$ cat src/rtl/smx_pkg.sv
// Package for the stack machine execute block: opcodes, flag selectors and
// the encodings of the stack cache. Used by rtl/stack_machine_execute.sv.
package smx_pkg;

	localparam int STACK_DEPTH_DEF = 16;
	localparam logic [15:0] PC_RESET = 16'h0002;
	localparam logic [15:0] PC_STEP = 16'd2;

	typedef enum logic [3:0] {
		FN_NOP      = 4'd0,
		FN_PUSH     = 4'd1,
		FN_DUP      = 4'd2,
		FN_DROP     = 4'd3,
		FN_CMP      = 4'd4,
		FN_ADD      = 4'd5,
		FN_ROTL     = 4'd6,
		FN_NAND     = 4'd7,
		FN_HOP_NE   = 4'd8,
		FN_HOP      = 4'd9,
		FN_LOADFLAG = 4'd10,
		FN_OUT      = 4'd11,
		FN_IN       = 4'd12,
		FN_HALT     = 4'd13,
		FN_NONE     = 4'd14
	} func_t;

	typedef enum logic [7:0] {
		FSEL_ZERO  = 8'd0,
		FSEL_CARRY = 8'd1,
		FSEL_EQUAL = 8'd2
	} flag_sel_t;

	// How the stack pointer moves for one instruction.
	typedef enum logic [1:0] {
		MV_NONE,
		MV_PUSH,
		MV_POP1,
		MV_POP2
	} move_t;

	// Where a cached stack entry currently lives.
	typedef enum logic [1:0] {
		SRC_REG,
		SRC_RDA,
		SRC_RDB
	} src_t;

	function automatic logic [7:0] rotl8(input logic [7:0] val, input logic [2:0] amt);
		logic [15:0] dbl;
		dbl = {val, val} << amt;
		return dbl[15:8];
	endfunction

endpackage

$ cat src/rtl/stack_machine_execute.sv
// Execute stage of an 8-bit stack machine: one decoded instruction per request.
// Depends on rtl/smx_pkg.sv for opcodes, selectors and the rotate function.
//
//  Channel   Direction  Handshake            Payload
//  s_*       in         s_tvalid/s_tready    s_tuser func, s_tdata operand, input char
//  m_*       out        m_tvalid/m_tready    m_tuser char_valid, m_tdata pc, char, flags
//  cfg_*     in         cfg_valid/cfg_ready  cfg_data io_enable
//
// A request is registered in an input stage and executed from there, one
// instruction per cycle while the result is not stalled; the limit is the loop
// from the machine state through the execute logic back into the state. The
// three top stack entries are cached in registers; the rest sits in a memory
// with two registered read ports. Reset clears the state at once: the memory
// has a valid bit per entry, so no clearing pass is needed. A stalled result
// holds the input stage, which then holds s_tready low.
module stack_machine_execute #(
	parameter int STACK_DEPTH = smx_pkg::STACK_DEPTH_DEF
) (
	input  logic        clk,
	input  logic        arst_n,
	input  logic        s_tvalid,
	output logic        s_tready,
	input  logic [3:0]  s_tuser,   // [3:0] func
	input  logic [15:0] s_tdata,   // [7:0] operand_byte, [15:8] input_char
	output logic        m_tvalid,
	input  logic        m_tready,
	output logic        m_tuser,   // [0] char_valid
	output logic [63:0] m_tdata,   // [15:0] next_pc, [23:16] char_out, [24] halted,
	                               // [32:25] top_value, [40:33] equal_out,
	                               // [48:41] zero_out, [56:49] carry_out, rest zero
	input  logic        cfg_valid,
	output logic        cfg_ready,
	input  logic        cfg_data   // io_enable
);
	import smx_pkg::*;

	localparam int PW = $clog2(STACK_DEPTH);

	function automatic logic [PW-1:0] ptr_inc(input logic [PW-1:0] p);
		return (p == PW'(STACK_DEPTH - 1)) ? '0 : p + PW'(1);
	endfunction

	function automatic logic [PW-1:0] ptr_dec(input logic [PW-1:0] p);
		return (p == '0) ? PW'(STACK_DEPTH - 1) : p - PW'(1);
	endfunction

	// Input stage
	logic        valid_s1;
	logic [3:0]  func_s1;
	logic [7:0]  opnd_s1;
	logic [7:0]  ichr_s1;

	// Output register
	logic        out_valid_q;
	logic        out_user_q;
	logic [63:0] out_data_q;

	// Machine state
	logic          io_en_q;
	logic [15:0]   pc_q;
	logic [PW-1:0] ptr_q;
	logic [7:0]    eq_q;
	logic [7:0]    zero_q;
	logic [7:0]    carry_q;
	logic          halt_q;
	logic [7:0]    top_q;
	logic [7:0]    t1_q;
	logic [7:0]    t2_q;
	src_t          t1_src_q;
	src_t          t2_src_q;

	// Backing store
	logic [7:0]             mem [STACK_DEPTH];
	logic [STACK_DEPTH-1:0] vld_q;
	logic [7:0]             rda_q;
	logic [7:0]             rdb_q;
	logic                   rda_vld_q;
	logic                   rdb_vld_q;

	logic          out_free;
	logic          fire;
	logic [7:0]    rda;
	logic [7:0]    rdb;
	logic [7:0]    t1_eff;
	logic [7:0]    t2_eff;
	logic [PW-1:0] p_inc;
	logic [PW-1:0] p_dec;
	logic [PW-1:0] p_dec2;
	logic [PW-1:0] rd_a_addr;
	logic [PW-1:0] rd_b_addr;
	logic [15:0]   pc_adv;
	logic [15:0]   hop_target;

	logic [15:0]   nx_pc;
	logic [PW-1:0] nx_ptr;
	logic [7:0]    nx_eq;
	logic [7:0]    nx_zero;
	logic [7:0]    nx_carry;
	logic          nx_halt;
	logic [7:0]    nx_top;
	move_t         mv;
	logic [7:0]    push_val;
	logic          pop_wr;
	logic          wr_en;
	logic [PW-1:0] wr_addr;
	logic          ch_vld;
	logic [7:0]    ch;

	assign out_free  = !out_valid_q || m_tready;
	assign fire      = valid_s1 && out_free;
	assign s_tready  = !valid_s1 || out_free;
	assign cfg_ready = 1'b1;

	assign m_tvalid = out_valid_q;
	assign m_tuser  = out_user_q;
	assign m_tdata  = out_data_q;

	assign rda    = rda_vld_q ? rda_q : 8'h00;
	assign rdb    = rdb_vld_q ? rdb_q : 8'h00;
	assign t1_eff = (t1_src_q == SRC_RDA) ? rda : t1_q;

	always_comb begin
		case (t2_src_q)
			SRC_RDA: t2_eff = rda;
			SRC_RDB: t2_eff = rdb;
			default: t2_eff = t2_q;
		endcase
	end

	assign p_inc      = ptr_inc(ptr_q);
	assign p_dec      = ptr_dec(ptr_q);
	assign p_dec2     = ptr_dec(p_dec);
	assign rd_a_addr  = ptr_dec(p_dec2);
	assign rd_b_addr  = ptr_dec(rd_a_addr);
	assign pc_adv     = pc_q + PC_STEP;
	// Target is the second popped byte shifted left by four bits, ORed with the first popped byte.
	assign hop_target = {4'h0, t1_eff, 4'h0} | {8'h00, top_q};

	always_comb begin
		nx_pc    = pc_q;
		nx_eq    = eq_q;
		nx_zero  = zero_q;
		nx_carry = carry_q;
		nx_halt  = halt_q;
		mv       = MV_NONE;
		push_val = top_q;
		pop_wr   = 1'b0;
		ch_vld   = 1'b0;
		ch       = 8'h00;
		if (!halt_q) begin
			unique case (func_t'(func_s1))
				FN_NOP: begin
					nx_pc = pc_adv;
				end
				FN_PUSH: begin
					mv       = MV_PUSH;
					push_val = opnd_s1;
					nx_pc    = pc_adv;
				end
				FN_DUP: begin
					mv    = MV_PUSH;
					nx_pc = pc_adv;
				end
				FN_DROP: begin
					mv       = MV_POP1;
					push_val = t1_eff;
					nx_pc    = pc_adv;
				end
				FN_CMP: begin
					mv      = MV_POP2;
					nx_eq   = {7'h00, top_q == t1_eff};
					nx_zero = {7'h00, (top_q == 8'h00) && (t1_eff == 8'h00)};
					nx_pc   = pc_adv;
				end
				FN_ADD: begin
					mv       = MV_POP1;
					pop_wr   = 1'b1;
					push_val = top_q + t1_eff + carry_q;
					nx_pc    = pc_adv;
				end
				FN_ROTL: begin
					mv       = MV_POP1;
					pop_wr   = 1'b1;
					push_val = rotl8(top_q, t1_eff[2:0]);
					nx_pc    = pc_adv;
				end
				FN_NAND: begin
					mv       = MV_POP1;
					pop_wr   = 1'b1;
					push_val = ~(top_q & t1_eff);
					nx_pc    = pc_adv;
				end
				FN_HOP_NE: begin
					mv    = MV_POP2;
					nx_pc = (eq_q == 8'h00) ? hop_target : pc_adv;
				end
				FN_HOP: begin
					mv    = MV_POP2;
					nx_pc = hop_target;
				end
				FN_LOADFLAG: begin
					mv    = MV_POP2;
					nx_pc = pc_adv;
					case (flag_sel_t'(opnd_s1))
						FSEL_ZERO:  nx_zero  = top_q;
						FSEL_CARRY: nx_carry = top_q;
						FSEL_EQUAL: nx_eq    = top_q;
						default:    ;
					endcase
				end
				FN_OUT: begin
					nx_pc = pc_adv;
					if (io_en_q) begin
						mv     = MV_POP2;
						ch_vld = 1'b1;
						ch     = top_q;
					end
				end
				FN_IN: begin
					nx_pc = pc_adv;
					if (io_en_q) begin
						mv       = MV_PUSH;
						push_val = ichr_s1;
					end
				end
				FN_HALT: begin
					nx_halt = 1'b1;
				end
				default: ;
			endcase
		end
	end

	// Pointer, memory write and new top of stack follow from the pointer move.
	always_comb begin
		nx_ptr  = ptr_q;
		wr_en   = 1'b0;
		wr_addr = p_inc;
		nx_top  = top_q;
		unique case (mv)
			MV_PUSH: begin
				nx_ptr = p_inc;
				wr_en  = 1'b1;
				nx_top = push_val;
			end
			MV_POP1: begin
				nx_ptr  = p_dec;
				wr_en   = pop_wr;
				wr_addr = p_dec;
				nx_top  = push_val;
			end
			MV_POP2: begin
				nx_ptr = p_dec2;
				nx_top = t2_eff;
			end
			default: ;
		endcase
	end

	always_ff @(posedge clk or negedge arst_n) begin
		if (!arst_n) begin
			valid_s1 <= 1'b0;
		end else if (s_tready) begin
			valid_s1 <= s_tvalid;
		end
	end

	always_ff @(posedge clk) begin
		if (s_tvalid && s_tready) begin
			func_s1 <= s_tuser;
			opnd_s1 <= s_tdata[7:0];
			ichr_s1 <= s_tdata[15:8];
		end
	end

	always_ff @(posedge clk or negedge arst_n) begin
		if (!arst_n) begin
			out_valid_q <= 1'b0;
		end else if (out_free) begin
			out_valid_q <= valid_s1;
		end
	end

	always_ff @(posedge clk) begin
		if (fire) begin
			out_user_q <= ch_vld;
			out_data_q <= {7'h00, nx_carry, nx_zero, nx_eq, nx_top, nx_halt, ch, nx_pc};
		end
	end

	always_ff @(posedge clk or negedge arst_n) begin
		if (!arst_n) begin
			io_en_q <= 1'b0;
		end else if (cfg_valid) begin
			io_en_q <= cfg_data;
		end
	end

	// The top three entries stay in registers; entries that come back into
	// view after pops are read from the memory and picked up from the registered read ports.
	always_ff @(posedge clk or negedge arst_n) begin
		if (!arst_n) begin
			pc_q     <= PC_RESET;
			ptr_q    <= '0;
			eq_q     <= 8'h00;
			zero_q   <= 8'h00;
			carry_q  <= 8'h00;
			halt_q   <= 1'b0;
			top_q    <= 8'h00;
			t1_q     <= 8'h00;
			t2_q     <= 8'h00;
			t1_src_q <= SRC_REG;
			t2_src_q <= SRC_REG;
			vld_q    <= '0;
		end else if (fire) begin
			pc_q    <= nx_pc;
			ptr_q   <= nx_ptr;
			eq_q    <= nx_eq;
			zero_q  <= nx_zero;
			carry_q <= nx_carry;
			halt_q  <= nx_halt;
			top_q   <= nx_top;
			if (wr_en) begin
				vld_q[wr_addr] <= 1'b1;
			end
			unique case (mv)
				MV_PUSH: begin
					t1_q     <= top_q;
					t2_q     <= t1_eff;
					t1_src_q <= SRC_REG;
					t2_src_q <= SRC_REG;
				end
				MV_POP1: begin
					t1_q     <= t2_eff;
					t1_src_q <= SRC_REG;
					t2_src_q <= SRC_RDA;
				end
				MV_POP2: begin
					t1_src_q <= SRC_RDA;
					t2_src_q <= SRC_RDB;
				end
				default: begin
					t1_q     <= t1_eff;
					t2_q     <= t2_eff;
					t1_src_q <= SRC_REG;
					t2_src_q <= SRC_REG;
				end
			endcase
		end
	end

	// Reads go three and four entries below the current top; a write in the
	// same cycle never lands on an entry whose read data is used.
	always_ff @(posedge clk) begin
		if (fire) begin
			if (wr_en) begin
				mem[wr_addr] <= push_val;
			end
			rda_q     <= mem[rd_a_addr];
			rdb_q     <= mem[rd_b_addr];
			rda_vld_q <= vld_q[rd_a_addr];
			rdb_vld_q <= vld_q[rd_b_addr];
		end
	end

	assert property (@(posedge clk) disable iff (!arst_n) halt_q |=> halt_q)
		else $error("halt bit cleared after being set");

	assert property (@(posedge clk) disable iff (!arst_n)
		fire && halt_q |=> (pc_q == $past(pc_q)) && (ptr_q == $past(ptr_q)))
		else $error("machine state changed while halted");

	assert property (@(posedge clk) disable iff (!arst_n) ptr_q <= PW'(STACK_DEPTH - 1))
		else $error("stack pointer out of range");

endmodule
$ cat config.mk
export PLATFORM = sky130hd
export DESIGN_NAME = stack_machine_execute
export DESIGN_NICKNAME = d
export VERILOG_FILES = /design/src/rtl/smx_pkg.sv /design/src/rtl/stack_machine_execute.sv
export SDC_FILE = /design/constraint.sdc
export NUM_CORES = 1
export LEC_CHECK = 0
export ABC_AREA = 1
export BUFFER_PORTS_ARGS = -buffer_cell sky130_fd_sc_hd__buf_4
export CAP_MARGIN = 5
export CORE_MARGIN = 4
export CORE_UTILIZATION = 55
export CTS_CLUSTER_SIZE = 28
export DETAILED_ROUTE_END_ITERATION = 12
export PLACE_DENSITY = 0.7
export RECOVER_POWER = 50
export SYNTH_ARGS = -nofsm -noshare
export SYNTH_HDL_FRONTEND = slang
export SYNTH_SLANG_ARGS = --single-unit
$ cat constraint.sdc
create_clock -name clk -period 6.2 [get_ports clk]
set_clock_uncertainty 0.2 [all_clocks]
set_input_delay 1.24 -clock clk [delete_from_list [all_inputs] [get_ports clk]]
set_output_delay 1.24 -clock clk [all_outputs]
set_load 0.02 [all_outputs]
==> impl_metrics.csv <==
group,metric,value,unit
clock_tree,cts.htree.levels,2,
place,detailedPlace.worstSlack,1.38,ns
clock_tree,clock_path_buffers,3,
worst_setup_path,ff2ff_setup_slack,0.89,ns
worst_setup_path,crit_chain,"inv_1 > ha_1 > nand2_1 > inv_1 > nor2_1 > inv_1 > nand2_1 > nand3_1 > nand3_1 > nand2_1",
sta,rsz0062_at_grt,"no",
place,dpl.hpwl,35300,um
grt,grt_start_max_net_pins,91,
route,drt_iter0_markers,1577,
sta,fin_hold_ws,0.277,ns
worst_setup_path,critPathCaptureType,"flip-flop",
clock_tree,tritoncts,"done",
logic_synthesis,synth_area_leaders,"sky130_fd_sc_hd__edfxtp_1 (40%), sky130_fd_sc_hd__dfrtp_1 (13%), sky130_fd_sc_hd__nand2_1 (7.7%)",
worst_setup_path,crit_required,6.28,ns
floorplanning,placeableCoreArea,29900,um2
worst_setup_path,timing.critical_path.slowest_cell_delay,1.40,ns
run_status,outcome,"finished with violations",
sta,timing.max_slew.rel_slack,-76.3,%
logic_synthesis,yosysTopAreaCellShare,40.1,%
route,routed_wire_length_per_instance,21.4,um
sta,slew_violations,124,
route,drc,0,
worst_setup_path,worst_ep_arrival_time,5.39,ns
floorplanning,die_height,183,um
clock_tree,worst_skew_pair_latency,0.53,ns
clock_tree,clock_sinks,314,
place,quantity_of_i_o_buffers_inserted_on_ports,85,
route,dr.pass1.iters,6,
logic_synthesis,synth_sequential_area_ratio,53.5,%
logic_synthesis,number_of_warnings_reported_in_the_yosys_synthesis_log,0,
route,vias,13938,
worst_setup_path,critPathLaunchType,"flip-flop",
grt,total_gr_overflow,0,
sta,totalNegativeSetupSlack,0,ns
final_layout,final_util,61.8,%
floorplanning,die_w,183,um
clock_tree,cts-resized-gates,0,
power_and_ir_drop,p_leak,7.72,nW
floorplanning,num_rows,63,
worst_setup_path,critPathSlowestCell,"sky130_fd_sc_hd__nor2_1",
place,placedCellCount,2273,
logic_synthesis,yosys.area.top_type,"sky130_fd_sc_hd__edfxtp_1",
sta,final.period_utilization,85.6,%
logic_synthesis,syn_area_cell,9.04,um2
clock_tree,clock_tree.root_cell,"sky130_fd_sc_hd__clkbuf_16",
route,finalWirelength,49900,um
floorplanning,floorplan.initialDensity,56.2,%
logic_synthesis,yosysUniqueCellTypes,55,
worst_setup_path,critical_path_peak_fanout,23,
clock_tree,holdBufCountCts,0,
final_layout,layout_commonest_cell,"sky130_fd_sc_hd__nand2_1",
power_and_ir_drop,finalPower,5.73,mW
sta,setup-violations-final,0,
final_layout,stdcell_count,2337,
hold_path,worst_hold_path.endpoint,"vld_q[5]",
final_layout,post_route_cells_drive_above_1_share,7.14,%
clock_tree,postCtsSetupBuffers,0,
sta,fmax,0.188,GHz
run,max_capacitance_violation_count,4,
final_layout,final_cell_mix,"sky130_fd_sc_hd__nand2_1 (347), sky130_fd_sc_hd__inv_1 (257), sky130_fd_sc_hd__edfxtp_1 (224)",
sta,hold_viol_final,0,
grt,grtUsageMet3,4.90,%
floorplanning,number_of_i_o_pins,94,
floorplanning,die_area,33400,um2
sta,layout_setup_ws,0.893,ns
logic_synthesis,postSynthRegisterBits,314,
final_layout,number_of_fill_cells_in_the_layout,2619,
final_layout,antenna_cells,0,
worst_setup_path,crit-reg2reg-launch,"ptr_q[0]",
logic_synthesis,synth_area,16800,um2
grt,grt.met2_usage,48.5,%
hold_path,hold_path_class,"reg2reg",
sta,worstMarginPinSlew,2.64,ns
final_layout,nNetsFinal,1986,
route,antenna_left,0,
logic_synthesis,netlist_instances,1858,
route,avgViaCountPerCell,5.96,
final_layout,layout.cell_area.non_filler,18500,um2
grt,number_of_global_route_vias_before_repair,13246,
place,placed_cell_area,17600,um2
power_and_ir_drop,vdd.ir_drop.worst,0.256,mV
hold_path,worst_hold_path_stage_count,2,
clock_tree,clk_pin_slew_worst_paths,0.06,ns
hold_path,hold_path.startpoint,"vld_q[5]",
grt,groute.layer.met1.usage,38.6,%
grt,gr-max-usage-layer,"met2",
power_and_ir_drop,power.density_cell_area,310,nW/um2
worst_setup_path,criticalPathCategory,"reg2reg",
clock_tree,cts_inserted_buffers,35,
run_status,violations,"max-capacitance violations, max-slew violations",
worst_setup_path,ff2ff_path_depth,10,
grt,antenna_found_initial,0,
sta,final_period_minus_worst_setup_slack,5.31,ns
worst_setup_path,worst_reg2reg_path_endpoint,"rdb_q[6]",
grt,wire_length_of_the_first_global_routing_pass,76200,um
final_layout,areaGrowthSynthToFinish,9.99,%
place,gpl.final_weighted_congestion,0.919,
grt,global_route.usage.total,29.4,%
## worst max-delay path: cells and delay by family (launching register included)
kind	cells	cell delay (ns)
adder cells (fa/ha/maj)	1	0.27
AND/OR/NAND/NOR	6	2.73
buffers and inverters	3	1.25
flip-flops	1	0.60
## cell families (layout without fill, tap and decap cells)
family | after synthesis | after routing | synth area share [%]
and+or+nand+nor | 744 | 744 | 19.6
AOI/OAI and AO/OA | 393 | 393 | 14.2
buffers and inverters | 356 | 439 | 8.86
DFF | 314 | 314 | 53.5
adders and majority gates | 40 | 40 | 3.34
xor gates and xnor gates | 9 | 9 | 0.469
other | 2 | 8 | 0.0447
## sequential cells by signal (all words and copies together), names as in the netlist, 8 cells and up
signal and cells:
carry_q 8, eq_q 8, ichr_s1 8, m_tdata 57
mem 128, opnd_s1 8, pc_q 16, rda_q 8
rdb_q 8, t1_q 8, t2_q 8, top_q 8
vld_q 16, zero_q 8
## how the worst max path moves through the flow
stage,from,end,slack [ns],cells after the start
final,ptr_q[0],rdb_q[6],0.89,10
after global routing,m_tready,zero_q[1],0.58,8
after CTS,io_en_q,mem[5][1],1.38,10
after detailed placement,io_en_q,mem[6][7],1.38,10
after global placement,func_s1[2],mem[6][7],1.58,14
after floorplan,m_tready,m_tdata[0],1.65,5
## synthesized netlist by cell type (all sizes together)
| library cell | number |
|---|---|
| a211oi | 16 |
| a21boi | 6 |
| a21o | 1 |
| a21oi | 42 |
| a221oi | 1 |
| a22oi | 9 |
| a311oi | 1 |
| a31oi | 3 |
| and2 | 3 |
| buf | 54 |
| clkbuf | 29 |
| clkinv | 6 |
| conb | 2 |
| dfrtp | 89 |
| dfstp | 1 |
| edfxtp | 224 |
| fa | 8 |
| ha | 32 |
| inv | 267 |
| nand2 | 361 |
| nand3 | 193 |
| nand3b | 1 |
| nand4 | 13 |
| nor2 | 151 |
| nor3 | 7 |
| nor4 | 9 |
| o211ai | 20 |
| o21a | 6 |
| o21ai | 163 |
| o221ai | 16 |
| o22a | 6 |
| o22ai | 101 |
| o311ai | 1 |
| o31a | 1 |
| or2 | 6 |
| xnor2 | 1 |
| xor2 | 8 |
## layer usage
metal	part of all wire [%]	routed length, um
met1	39	19700
met2	48	23700
met3	8.0	4000
met4	5.1	2540
met5	0	0
## cell type report
cell class	count	area, um2	area share, %
Clock inverter	17	189	1.02
Timing Repair Buffer	102	504	2.73
Clock buffer	47	961	5.20
Sequential cell	314	8980	48.6
Multi-Input combinational cell	1194	6320	34.2
Tap cell	390	488	2.64
Inverter	273	1030	5.57
## power by group
| group | switching (mW) | internal (mW) | total, mW |
|---|---|---|---|
| registers | 0.0863 | 2.46 | 2.55 |
| logic | 0.785 | 0.345 | 1.13 |
| clock network | 0.857 | 1.20 | 2.05 |
Note: power is estimated with default switching activity, not from simulation.
